### src/rtl/assert_macros.svh
// ----------------------------------------------------------------------------
// Assertion macros
// Shared wrappers for clocked concurrent assertions with a reset disable.
// ----------------------------------------------------------------------------
`ifndef ASSERT_MACROS_SVH
`define ASSERT_MACROS_SVH

// Consequent must hold in the same cycle as the antecedent.
`define ASSERT_IMPLIES(label, clk, rstn, ante, cons, msg) \
    label: assert property (@(posedge clk) disable iff (!(rstn)) (ante) |-> (cons)) \
        else $error(msg);

// Consequent must hold in the cycle after the antecedent.
`define ASSERT_NEXT(label, clk, rstn, ante, cons, msg) \
    label: assert property (@(posedge clk) disable iff (!(rstn)) (ante) |=> (cons)) \
        else $error(msg);

`endif

### src/rtl/oahi_pkg.sv
`timescale 1ns / 1ps
// ----------------------------------------------------------------------------
// Open-address hash insert package
// Item types, field widths and codes shared by the hash table modules.
// ----------------------------------------------------------------------------
package oahi_pkg;

    localparam int KEY_W   = 16;
    localparam int SLOT_W  = 5;
    localparam int COLL_W  = 5;
    localparam int ENTRY_W = KEY_W + 1;  // occupied flag above the key

    localparam logic [COLL_W-1:0] COLL_MAX = 5'd31;

    localparam logic ACT_INSERT = 1'b0;
    localparam logic ACT_READ   = 1'b1;

    localparam logic MODE_LINEAR = 1'b0;
    localparam logic MODE_QUAD   = 1'b1;

    typedef struct packed {
        logic              action;
        logic [KEY_W-1:0]  key;
        logic [SLOT_W-1:0] slot;
    } in_item_t;

    typedef struct packed {
        logic [COLL_W-1:0] collisions;
        logic [SLOT_W-1:0] placed_slot;
        logic              table_full;
        logic [KEY_W-1:0]  read_key;
        logic              read_occupied;
    } out_item_t;

endpackage

### src/rtl/oahi_ram.sv
`timescale 1ns / 1ps
// ----------------------------------------------------------------------------
// Generic single-port RAM
// One write or read address per cycle, read data registered.
// ----------------------------------------------------------------------------
module oahi_ram #(
    parameter int WIDTH = 8,
    parameter int DEPTH = 32
) (
    input  logic                     aclk,
    input  logic                     we,
    input  logic [$clog2(DEPTH)-1:0] addr,
    input  logic [WIDTH-1:0]         wdata,
    output logic [WIDTH-1:0]         rdata
);

    logic [WIDTH-1:0] store_reg [DEPTH];
    logic [WIDTH-1:0] rdata_reg;

    always_ff @(posedge aclk) begin
        if (we) begin
            store_reg[addr] <= wdata;
        end
        rdata_reg <= store_reg[addr];
    end

    assign rdata = rdata_reg;

endmodule

### src/rtl/oahi_hash.sv
`timescale 1ns / 1ps
// ----------------------------------------------------------------------------
// Home slot unit
// Reduces a key modulo the table size by a reciprocal multiply.
// ----------------------------------------------------------------------------
module oahi_hash #(
    parameter int TABLE_SIZE = 31
) (
    input  logic                          aclk,
    input  logic                          aresetn,
    input  logic                          start,
    input  logic [oahi_pkg::KEY_W-1:0]    key_in,
    output logic                          done,
    output logic [$clog2(TABLE_SIZE)-1:0] rem
);

    import oahi_pkg::*;

    localparam int IDX_W   = $clog2(TABLE_SIZE);
    localparam int SHIFT   = KEY_W + IDX_W;
    localparam int RECIP_W = KEY_W + 1;
    localparam int PROD_W  = KEY_W + RECIP_W;
    localparam logic [RECIP_W-1:0] RECIP =
        RECIP_W'((64'd1 << SHIFT) / 64'(TABLE_SIZE));
    localparam logic [KEY_W-1:0] DIVISOR = KEY_W'(TABLE_SIZE);

    logic [KEY_W-1:0]  key_s1_reg;
    logic [KEY_W-1:0]  quot_reg, quot_next;
    logic [IDX_W:0]    rem_est_reg, rem_est_next;
    logic [IDX_W-1:0]  rem_reg, rem_next;
    logic              stage1_reg;
    logic              stage2_reg;
    logic              done_reg;
    logic [PROD_W-1:0] prod;
    logic [KEY_W-1:0]  back;
    logic [KEY_W-1:0]  diff;
    logic [IDX_W:0]    rem_fix;

    // The rounded-down reciprocal gives a quotient that is exact or one short,
    // so the first remainder lies below twice the table size and one
    // conditional subtract finishes it.
    always_comb begin
        prod         = PROD_W'(key_in) * PROD_W'(RECIP);
        quot_next    = KEY_W'(prod >> SHIFT);
        back         = quot_reg * DIVISOR;
        diff         = key_s1_reg - back;
        rem_est_next = diff[IDX_W:0];
        if (rem_est_reg >= (IDX_W + 1)'(TABLE_SIZE)) begin
            rem_fix = rem_est_reg - (IDX_W + 1)'(TABLE_SIZE);
        end else begin
            rem_fix = rem_est_reg;
        end
        rem_next = rem_fix[IDX_W-1:0];
    end

    always_ff @(posedge aclk) begin
        if (start) begin
            key_s1_reg <= key_in;
            quot_reg   <= quot_next;
        end
        if (stage1_reg) begin
            rem_est_reg <= rem_est_next;
        end
        if (stage2_reg) begin
            rem_reg <= rem_next;
        end
        if (!aresetn) begin
            stage1_reg <= 1'b0;
            stage2_reg <= 1'b0;
            done_reg   <= 1'b0;
        end else begin
            stage1_reg <= start;
            stage2_reg <= stage1_reg;
            done_reg   <= stage2_reg;
        end
    end

    assign done = done_reg;
    assign rem  = rem_reg;

endmodule

### src/rtl/open_address_hash_insert.sv
`timescale 1ns / 1ps
// ----------------------------------------------------------------------------
// Open-address hash insert
// Hash table of keys with linear or quadratic probing, insert and slot read.
// ----------------------------------------------------------------------------
// After reset the block clears the slot memory one slot after another and
// holds s_ready low meanwhile; probe_mode may be written at any time but is
// meant to change only while the block is idle. One item is worked on at a
// time and s_ready is high only when the block is idle, but a finished result
// sits in the output register, so the next item can be taken while it waits.
// With the output register free, a read of a slot inside the table passes
// through the read-wait state to the done state before m_valid rises, and a
// read past the end of the table goes straight to done. An insert first
// reduces the key to its home slot in a three-stage unit that multiplies by
// the reciprocal of the table size, then probes the slot memory at one slot
// per cycle: the read for the next candidate is issued while the data of the
// current one is checked. An insert makes between 1 and TABLE_SIZE probes. A
// full table, or a quadratic sequence that misses every free slot, ends
// after TABLE_SIZE probes with table_full set and nothing written. Each
// memory entry holds an occupied flag above the key.
// ----------------------------------------------------------------------------
`include "assert_macros.svh"

module open_address_hash_insert #(
    parameter int TABLE_SIZE = 31
) (
    input  logic                aclk,
    input  logic                aresetn,
    input  logic                cfg_wr_en,
    input  logic                cfg_wr_data,
    input  logic                s_valid,
    output logic                s_ready,
    input  oahi_pkg::in_item_t  s_data,
    output logic                m_valid,
    input  logic                m_ready,
    output oahi_pkg::out_item_t m_data
);

    import oahi_pkg::*;

    localparam int IDX_W = $clog2(TABLE_SIZE);
    localparam logic [IDX_W-1:0] LAST_IDX = IDX_W'(TABLE_SIZE - 1);
    localparam logic [IDX_W-1:0] ONE_IDX  = IDX_W'(1);
    localparam logic [IDX_W-1:0] TWO_MOD  = IDX_W'(2 % TABLE_SIZE);
    localparam logic [COLL_W-1:0] FULL_COLL =
        (TABLE_SIZE > 31) ? COLL_MAX : COLL_W'(TABLE_SIZE);

    typedef enum logic [2:0] {
        ST_CLEAR,
        ST_IDLE,
        ST_HASH,
        ST_PROBE,
        ST_RD_WAIT,
        ST_DONE
    } state_t;

    // Sum of two slot indexes, each below the table size, reduced once.
    function automatic logic [IDX_W-1:0] mod_add(input logic [IDX_W-1:0] a,
                                                  input logic [IDX_W-1:0] b);
        logic [IDX_W:0] s;
        s = {1'b0, a} + {1'b0, b};
        if (s >= (IDX_W + 1)'(TABLE_SIZE)) begin
            s = s - (IDX_W + 1)'(TABLE_SIZE);
        end
        return s[IDX_W-1:0];
    endfunction

    // Collision count saturated to the width of the result field.
    function automatic logic [COLL_W-1:0] sat_coll(input logic [IDX_W-1:0] v);
        logic [31:0] w;
        w = 32'(v);
        return (w > 32'(COLL_MAX)) ? COLL_MAX : COLL_W'(v);
    endfunction

    state_t            state_reg, state_next;
    logic              probe_mode_reg, probe_mode_next;
    logic              m_valid_reg, m_valid_next;
    logic [IDX_W-1:0]  clr_idx_reg, clr_idx_next;
    out_item_t         m_data_reg, m_data_next;
    out_item_t         res_reg, res_next;
    logic [KEY_W-1:0]  key_reg, key_next;
    logic [IDX_W-1:0]  home_reg, home_next;
    logic [IDX_W-1:0]  cur_idx_reg, cur_idx_next;
    logic [IDX_W-1:0]  cnt_reg, cnt_next;
    logic [IDX_W-1:0]  sq_reg, sq_next;
    logic [IDX_W-1:0]  odd_reg, odd_next;
    logic              hash_go_reg;

    logic               ram_we;
    logic [IDX_W-1:0]   ram_addr;
    logic [ENTRY_W-1:0] ram_wdata;
    logic [ENTRY_W-1:0] ram_rdata;
    logic               slot_occ;
    logic [KEY_W-1:0]   slot_key;

    logic               hash_start;
    logic               hash_done;
    logic [IDX_W-1:0]   hash_rem;

    logic [IDX_W-1:0]   sq_step;
    logic [IDX_W-1:0]   lin_idx;
    logic [IDX_W-1:0]   quad_idx;
    logic [IDX_W-1:0]   nxt_idx;

    oahi_ram #(
        .WIDTH (ENTRY_W),
        .DEPTH (TABLE_SIZE)
    ) u_slots (
        .aclk  (aclk),
        .we    (ram_we),
        .addr  (ram_addr),
        .wdata (ram_wdata),
        .rdata (ram_rdata)
    );

    oahi_hash #(
        .TABLE_SIZE (TABLE_SIZE)
    ) u_hash (
        .aclk    (aclk),
        .aresetn (aresetn),
        .start   (hash_start),
        .key_in  (key_reg),
        .done    (hash_done),
        .rem     (hash_rem)
    );

    assign slot_occ = ram_rdata[KEY_W];
    assign slot_key = ram_rdata[KEY_W-1:0];

    // Next candidate slot. In quadratic mode sq_reg holds p*p and odd_reg
    // holds 2p+1, both modulo the table size, for the probe p now checked.
    always_comb begin
        sq_step  = mod_add(sq_reg, odd_reg);
        quad_idx = mod_add(home_reg, sq_step);
        lin_idx  = (cur_idx_reg == LAST_IDX) ? '0 : cur_idx_reg + ONE_IDX;
        nxt_idx  = (probe_mode_reg == MODE_QUAD) ? quad_idx : lin_idx;
    end

    always_comb begin
        state_next      = state_reg;
        probe_mode_next = cfg_wr_en ? cfg_wr_data : probe_mode_reg;
        m_valid_next    = m_valid_reg;
        clr_idx_next    = clr_idx_reg;
        m_data_next     = m_data_reg;
        res_next        = res_reg;
        key_next        = key_reg;
        home_next       = home_reg;
        cur_idx_next    = cur_idx_reg;
        cnt_next        = cnt_reg;
        sq_next         = sq_reg;
        odd_next        = odd_reg;
        ram_we          = 1'b0;
        ram_addr        = '0;
        ram_wdata       = '0;

        if (m_valid_reg && m_ready) begin
            m_valid_next = 1'b0;
        end

        case (state_reg)
            ST_CLEAR: begin
                ram_we   = 1'b1;
                ram_addr = clr_idx_reg;
                if (clr_idx_reg == LAST_IDX) begin
                    state_next = ST_IDLE;
                end else begin
                    clr_idx_next = clr_idx_reg + ONE_IDX;
                end
            end
            ST_IDLE: begin
                if (s_valid) begin
                    key_next = s_data.key;
                    res_next = '0;
                    if (s_data.action == ACT_READ) begin
                        // Slots beyond the table read as empty without a lookup.
                        if (32'(s_data.slot) < 32'(TABLE_SIZE)) begin
                            ram_addr   = IDX_W'(s_data.slot);
                            state_next = ST_RD_WAIT;
                        end else begin
                            state_next = ST_DONE;
                        end
                    end else begin
                        state_next = ST_HASH;
                    end
                end
            end
            ST_HASH: begin
                if (hash_done) begin
                    home_next    = hash_rem;
                    cur_idx_next = hash_rem;
                    cnt_next     = '0;
                    sq_next      = '0;
                    odd_next     = ONE_IDX;
                    ram_addr     = hash_rem;
                    state_next   = ST_PROBE;
                end
            end
            ST_PROBE: begin
                if (!slot_occ) begin
                    ram_we               = 1'b1;
                    ram_addr             = cur_idx_reg;
                    ram_wdata            = {1'b1, key_reg};
                    res_next             = '0;
                    res_next.collisions  = sat_coll(cnt_reg);
                    res_next.placed_slot = SLOT_W'(cur_idx_reg);
                    state_next           = ST_DONE;
                end else if (cnt_reg == LAST_IDX) begin
                    res_next            = '0;
                    res_next.table_full = 1'b1;
                    res_next.collisions = FULL_COLL;
                    state_next          = ST_DONE;
                end else begin
                    ram_addr     = nxt_idx;
                    cur_idx_next = nxt_idx;
                    cnt_next     = cnt_reg + ONE_IDX;
                    sq_next      = sq_step;
                    odd_next     = mod_add(odd_reg, TWO_MOD);
                end
            end
            ST_RD_WAIT: begin
                res_next               = '0;
                res_next.read_occupied = slot_occ;
                res_next.read_key      = slot_occ ? slot_key : '0;
                state_next             = ST_DONE;
            end
            ST_DONE: begin
                if (!m_valid_reg || m_ready) begin
                    m_data_next  = res_reg;
                    m_valid_next = 1'b1;
                    state_next   = ST_IDLE;
                end
            end
            default: begin
                state_next = ST_IDLE;
            end
        endcase
    end

    always_ff @(posedge aclk) begin
        m_data_reg  <= m_data_next;
        res_reg     <= res_next;
        key_reg     <= key_next;
        home_reg    <= home_next;
        cur_idx_reg <= cur_idx_next;
        cnt_reg     <= cnt_next;
        sq_reg      <= sq_next;
        odd_reg     <= odd_next;
        if (!aresetn) begin
            state_reg      <= ST_CLEAR;
            probe_mode_reg <= MODE_LINEAR;
            m_valid_reg    <= 1'b0;
            clr_idx_reg    <= '0;
            hash_go_reg    <= 1'b0;
        end else begin
            state_reg      <= state_next;
            probe_mode_reg <= probe_mode_next;
            m_valid_reg    <= m_valid_next;
            clr_idx_reg    <= clr_idx_next;
            hash_go_reg    <= (state_reg != ST_HASH) && (state_next == ST_HASH);
        end
    end

    // The key lands in key_reg at acceptance, so the home slot unit starts in
    // the first cycle of the hash state.
    assign hash_start = hash_go_reg;

    assign s_ready = (state_reg == ST_IDLE);
    assign m_valid = m_valid_reg;
    assign m_data  = m_data_reg;

    `ASSERT_IMPLIES(a_no_overwrite, aclk, aresetn, (state_reg == ST_PROBE) && ram_we, !slot_occ, "insert wrote over an occupied slot")
    `ASSERT_NEXT(a_write_gives_result, aclk, aresetn, (state_reg == ST_PROBE) && ram_we, (state_reg == ST_DONE) && !res_reg.table_full, "stored key without a placed result")
    `ASSERT_IMPLIES(a_home_in_range, aclk, aresetn, hash_done, 32'(hash_rem) < 32'(TABLE_SIZE), "home slot outside the table")
    `ASSERT_IMPLIES(a_hash_only_when_hashing, aclk, aresetn, hash_go_reg, state_reg == ST_HASH, "home slot unit started outside the hash state")

endmodule
### config.mk
export PLATFORM = sky130hd
export DESIGN_NAME = open_address_hash_insert
export DESIGN_NICKNAME = d
export VERILOG_FILES = /design/src/rtl/oahi_pkg.sv /design/src/rtl/oahi_ram.sv /design/src/rtl/oahi_hash.sv /design/src/rtl/open_address_hash_insert.sv
export VERILOG_INCLUDE_DIRS = /design/src /design/src/rtl
export SDC_FILE = /design/constraint.sdc
export NUM_CORES = 1
export LEC_CHECK = 0
export BUFFER_PORTS_ARGS = -buffer_cell sky130_fd_sc_hd__buf_2
export CORE_MARGIN = 3
export CORE_UTILIZATION = 50
export CTS_BUF_LIST = sky130_fd_sc_hd__clkbuf_2 sky130_fd_sc_hd__clkbuf_4 sky130_fd_sc_hd__clkbuf_8
export CTS_CLUSTER_DIAMETER = 40
export DETAILED_ROUTE_END_ITERATION = 8
export HOLD_SLACK_MARGIN = 0.12
export PLACE_DENSITY = 0.73
export SYNTH_ARGS = -nofsm -noshare
export SYNTH_HDL_FRONTEND = slang
export SYNTH_SLANG_ARGS = --single-unit
export TNS_END_PERCENT = 100
### constraint.sdc
create_clock -name aclk -period 8.7 [get_ports aclk]
set_input_delay 0.87 -clock aclk [delete_from_list [all_inputs] [get_ports aclk]]
set_output_delay 0.87 -clock aclk [all_outputs]
set_load 0.005 [all_outputs]
After elaboration in Yosys (flattened, before gate mapping)
Memories as Yosys holds them, arrays and structs flattened. A register that Yosys moved wholly into a read port is not among the register bits.
Cells that the tools add are included.
{"block": "totals", "reg_bits": 140, "mem_bits_rw": 527, "in_bits": 28, "wordCells": 127, "mem_count": 1}
{"block": "classes", "n_addsub": 11, "mul": 2, "n_lt_le_gt_ge": 5, "eq_ne": 15, "mux": 51, "bitwise_logic": 1, "n_reduce_logical": 13}
{"name": "u_slots.store_reg", "depth": 31, "word_bits": 17, "rd": 1, "rd_clocked_by_memory_dff": 1, "wr": 1, "line_no": "oahi_ram.sv:17", "rtl": "logic [WIDTH-1:0] store_reg [DEPTH];"}
{"operator": "two-way mux 5 bit", "count": 23}
{"operator": "two-way mux 28 bit", "count": 3}
{"operator": "case mux 28 bit (3 select lines)", "count": 1}
{"operator": "case mux 5 bit (2 select lines)", "count": 4}
{"operator": "two-way mux 17 bit", "count": 2}
{"operator": "multiplier 16 x 16 -> 32 bit (second input constant)", "count": 1}
{"operator": ">= comparator 6 x 5 -> 1 bit (second input constant)", "count": 4}
{"operator": "two-way mux 3 bit", "count": 7}
{"operator": "case mux 5 bit (4 select lines)", "count": 1}
{"operator": "subtractor 5 bit (second input constant)", "count": 4}
{"operator": "case mux 3 bit (6 select lines)", "count": 1}
{"operator": "two-way mux 16 bit", "count": 1}
{"operator": "adder 5 x 1 -> 5 bit (second input constant)", "count": 3}
{"operator": "equality test 5 bit (second input constant)", "count": 3}
{"operator": "adder 5 x 5 -> 6 bit", "count": 2}
{"operator": "multiplier 12 x 5 -> 6 bit (second input constant)", "count": 1}
{"operator": "equality test 3 x 2 -> 1 bit (second input constant)", "count": 3}
{"operator": "AND reduction 2 bit", "count": 4}
{"operator": "two-way mux 1 bit", "count": 7}
{"operator": "adder 5 x 2 -> 6 bit (second input constant)", "count": 1}
{"operator": "equality test 3 bit (second input constant)", "count": 2}
{"operator": "subtractor 6 bit", "count": 1}
{"operator": "< comparator 5 bit (second input constant)", "count": 1}
{"operator": "!= test 2 x 1 -> 1 bit (second input constant)", "count": 2}
{"operator": "other kinds (14)", "count": 16}

Logic depth before layout (Yosys ltp)
{"block": "depth", "word_depth": 10, "mapped_depth": 24}

Cells and area by module
From an unflattened synthesis, not the netlist that was laid out.
{"block": "hier_totals", "hier_cells": 1811, "area_unflattened_um2": 28816.4}
{"mod": "oahi_ram", "n_inst": 1, "cells_each": 1128, "area_per_inst_um2": 20778.7, "seq_area_each_um2": 16165.5}
{"mod": "open_address_hash_insert", "n_inst": 1, "cells_each": 421, "area_per_inst_um2": 5161.2, "seq_area_each_um2": 3133.0}
{"mod": "oahi_hash", "n_inst": 1, "cells_each": 262, "area_per_inst_um2": 2876.5, "seq_area_each_um2": 750.7}

Least setup slack after synthesis
Ideal clock, no wire load.
{"block": "synth_path", "path_kind": "register to register", "from": "register odd_reg[0]", "to": "memory u_slots.store_reg[13][0] in the netlist's numbering, enable pin", "setup_ns": 0.390, "t_arrival_ns": 5.616, "required_ns": 8.310, "setup_slack_ns": 2.693, "stages_incl_launch_ff": 21, "path_buffers": 3, "path_cell_list": "edfxtp_1 ha_1 fa_1 a21o_1 a21oi_1 xnor2_1 inv_1 o21ai_0 mux2_2 fa_1 a211oi_2 o211ai_2 nand2b_4 o21a_4 mux2_4 a21boi_4 buf_2 buf_4 buf_2 nand2_1 nor2_1"}
{"block": "synth_between", "elab_chain_len": 10, "word_cells_on_any_way": 12}
{"element": "start: declaration", "line_no": "open_address_hash_insert.sv:86", "rtl": "logic [IDX_W-1:0] odd_reg, odd_next;"}
{"element": "start signal: assignment", "line_no": "open_address_hash_insert.sv:247", "rtl": "odd_reg <= odd_next;"}
{"element": "adder 5 x 5 -> 6 bit *", "line_no": "open_address_hash_insert.sv:61", "rtl": "s = {1'b0, a} + {1'b0, b};"}
{"element": "subtractor 5 bit / >= comparator 6 x 5 -> 1 bit (equally long branches)", "line_no": "open_address_hash_insert.sv:63, open_address_hash_insert.sv:62"}
{"element": "two-way mux 5 bit *", "line_no": "open_address_hash_insert.sv:62", "rtl": "if (s >= (IDX_W + 1)'(TABLE_SIZE)) begin"}
{"element": "named net sq_step[1]", "line_no": "open_address_hash_insert.sv:100", "rtl": "logic [IDX_W-1:0] sq_step;"}
{"element": "adder 5 x 5 -> 6 bit *", "line_no": "open_address_hash_insert.sv:61"}
{"element": "subtractor 5 bit / >= comparator 6 x 5 -> 1 bit (equally long branches)", "line_no": "open_address_hash_insert.sv:63, open_address_hash_insert.sv:62"}
{"element": "two-way mux 5 bit *", "line_no": "open_address_hash_insert.sv:62"}
{"element": "two-way mux 5 bit *", "line_no": "open_address_hash_insert.sv:136", "rtl": "nxt_idx = (probe_mode_reg == MODE_QUAD) ? quad_idx : lin_idx;"}
{"element": "two-way mux 5 bit *", "line_no": "open_address_hash_insert.sv:207", "rtl": "end else if (cnt_reg == LAST_IDX) begin"}
{"element": "two-way mux 5 bit *", "line_no": "open_address_hash_insert.sv:199", "rtl": "if (!slot_occ) begin"}
{"element": "case mux 5 bit (4 select lines) *", "line_no": "open_address_hash_insert.sv:160", "rtl": "case (state_reg)"}
{"element": "end: declaration", "line_no": "oahi_ram.sv:17"}
The timed path passes the listed nets; every way through them passes the cells marked *.

Worst setup path after layout
{"block": "layout_path", "from": "register odd_reg[0]", "to": "memory u_slots.store_reg[19][12] in the netlist's numbering, enable pin"}
The elaborated chain is that of the path after synthesis.

==> impl_metrics.json <==
{
  "clock_tree.buffer_depth": 3,
  "num_rows": 88,
  "timing_hold_violations_final": 0,
  "ctsHoldBuffers": 0,
  "worstMarginPinSlew_ns": 1.36,
  "critical_path.endpoint_type": "flop",
  "area_growth_pct": 11.4,
  "holdCritStartpoint": "s_data[5]",
  "grt.met1_usage_pct": 32.7,
  "intPower_uw": 5040,
  "grt_usage_pct": 23.7,
  "port_buffers": 57,
  "holdCritPathClass": "primary input to flop",
  "drv.max_cap_violation_count": 0,
  "async_reset_ff_share_pct": 0,
  "grt_pass1_wl_mm": 109,
  "post_cts.repair.setup_buffers": 0,
  "antenna_found_initial": 1,
  "clock_latency_ns": 0.68,
  "timing.rr.start": "odd_reg[0]",
  "totalNegativeSetupSlack_ns": 0,
  "design.die.area_um2": 61500,
  "setup_viol": 0,
  "critical_path.startpoint": "odd_reg[0]",
  "timing.critical_path.fanout_max": 57,
  "max_freq_ghz": 0.144,
  "post_dp_hpwl_mm": 45.0,
  "drt_first_pass_iters": 6,
  "mappedNetlistNets": 2423,
  "initial_utilization_pct": 50.6,
  "grt_start_max_net_pins": 186,
  "cell_depth_of_the_worst_flop_to_flop_path": 18,
  "critical_path.reg2reg.endpoint": "u_slots.store_reg[19][12]",
  "ioPinCount": 58,
  "netlist_area_before_placement_um2": 29300,
  "tritoncts": "yes",
  "drtIter0Drc": 2378,
  "number_of_enable_flip_flop_cells_after_synthesis": 647,
  "h_tree_levels": 3,
  "synthesis.instances": 2277,
  "sequentialPowerShare_pct": 55.1,
  "timing.final.crit_period_ns": 6.96,
  "die_w_um": 248,
  "final_nets": 2533,
  "cp.required_ns": 9.09,
  "type_of_origin_of_the_critical_path": "flop",
  "synth_seq_cells": 678,
  "core_area_um2": 57800,
  "largest_area_contributor_in_the_synthesized_netlist": "edfxtp_1",
  "placed_cells": 3047,
  "drtAntennaViolNets": 0,
  "route.detailed.wl_per_inst_um": 22.5,
  "net_switching_power_figure_uw": 1510,
  "mostFrequentLayoutCell": "edfxtp_1",
  "wirelength_mm": 72.7,
  "combPwrFrac_pct": 5.6,
  "largest_register_ffs": 527,
  "switching_share_pct": 23.1,
  "post-route-util_pct": 56.4,
  "final.setup_skew_ns": 0.0312,
  "use_met3_pct": 3.89,
  "rsz0062_at_grt": "false",
  "ir_worst_vdd_mv": 0.121,
  "grt_overflow_total": 0,
  "cts.repair.resized": 0,
  "ys.warnings.count": 0,
  "path_clk_slew_ns": 0.06,
  "root_buffer": "clkbuf_8",
  "gpl.final_weighted_congestion": 0.907,
  "synthDominantCellAreaShare_pct": 66.4,
  "critPathArrivalTime_ns": 7.36,
  "final_max_slew_viol_count": 0,
  "grt_pass1_vias": 18600,
  "synth_area_per_cell_um2": 12.9,
  "power_leakage_uw": 0.0128,
  "share_of_layout_cells_above_drive_strength_1_pct": 13.5,
  "power-per-cell-area_nw_per_um2": 201,
  "viasPerCell": 5.90,
  "ys_seq_area_share_pct": 68.5,
  "timing.reg2reg.setup_slack_ns": 1.74,
  "slew_headroom_pct": 9.61,
  "mostFrequentLayoutCells": "edfxtp_1 (647), nand2_1 (484), nand3_1 (252), clkbuf_8 (111), ha_1 (100)",
  "numClockSinks": 678,
  "cp-endpoint": "u_slots.store_reg[19][12]",
  "n_fill_cell": 4536,
  "num_vias": 19100,
  "synth.lib_cells_used.distinct": 78,
  "synth_top_cells_by_area": "edfxtp_1 (66%), nand2_1 (6.2%), nand3_1 (4.3%), ha_1 (4.3%), dfxtp_1 (2.1%)",
  "finalCritPeriodShare_pct": 80.0,
  "status": "finished, final reports clean",
  "die_height_um": 248,
  "synth_top_flop_cell": "edfxtp_1",
  "top_usage_layer": "met2",
  "drc_errors": 0,
  "cts-buffers-inserted": 103,
  "timing.setup.critical_path_class": "flop to flop",
  "clkPwrFrac_pct": 39.3,
  "global_route.usage.met2_pct": 37.0,
  "layout.cells.non_filler": 3235
}
## stage by stage
stage | worst slack (ns) | total power [uW] | cell area (um2) | hold slack, ns
floorplan | 2.69 | 3890 | 29300 | 0.400
global placement | 1.88 | 4020 | 30600 | 0.401
detailed placement | 1.85 | 4030 | 30600 | 0.405
CTS | 1.82 | 6570 | 32600 | 0.327
global route | 1.27 | 6750 | 32600 | 0.350
finish | 1.74 | 6550 | 32600 | 0.383
## critical path, cell delays in order (launching register included)
cell and delay [ns]:
edfxtp_1 0.46, ha_1 0.25, fa_1 0.40, a21o_1 0.17
a21oi_1 0.18, xnor2_1 0.19, inv_1 0.06, o21ai_0 0.42
mux2_2 0.44, fa_1 0.48, a211oi_2 0.39, o211ai_2 0.18
nand2b_4 0.18, o21a_4 0.21, mux2_4 0.24, a21bo_4 0.65
nand2_1 0.41, nor2_2 1.07, buf_4 0.27
## area by class of cell
class	count	area [um2]	share of cell area, %
repair buffers	121	803	2.46
flip-flops and latches	678	20000	61.5
multi-input cells	1411	8510	26.1
inverters	72	270	0.828
diodes	1	2.50	0.00767
clock buffers	140	1750	5.35
well taps	765	957	2.93
clock inverters	47	283	0.867
## metal layers
metal / share of wire (%) / up-vias
li1: - / 8540
met1: 40 / 9329
met2: 46 / 1048
met3: 9.3 / 185
met4: 4.0 / 0
met5: 0 / -
## power groups by stage
| stage | Sequential, uW | Combinational, uW | Clock (uW) |
|---|---|---|---|
| 5_1_grt | 3600 | 389 | 2760 |
| 3_5_place_dp | 3670 | 358 | 0 |
| 2_1_floorplan | 3650 | 236 | 0 |
| 3_3_place_gp | 3670 | 352 | 0 |
| 6_report | 3610 | 366 | 2570 |
| 4_1_cts | 3600 | 360 | 2600 |
## synthesized netlist by cell type, types with 34 or more instances
master    number
ha_1         100
inv_1         72
and3_1        48
a21oi_1       56
and2_1        34
nor2_1        89
buf_2         57
edfxtp_1     647
xnor2_1       36
nand3_1      252
nand2_1      484
clkbuf_1      41
## cell families after synthesis
logic type	synth area share (%)
xor+xnor	1.40
fa+ha+maj	5.50
buf+inv	2.79
simple gates	15.3
compound gates	5.53
flops	68.5
mux	1.02
## worst min-delay path by stage
stage / end / slack (ns) / cells past startpoint
after floorplan: m_data[0] / 0.40 / 0
after global placement: m_data[3] / 0.40 / 0
after detailed placement: m_data[8] / 0.40 / 0
after CTS: key_reg[8] / 0.33 / 1
after global routing: key_reg[2] / 0.35 / 1
final: key_reg[0] / 0.38 / 1
No activity file was read; power rests on OpenSTA's default activity.
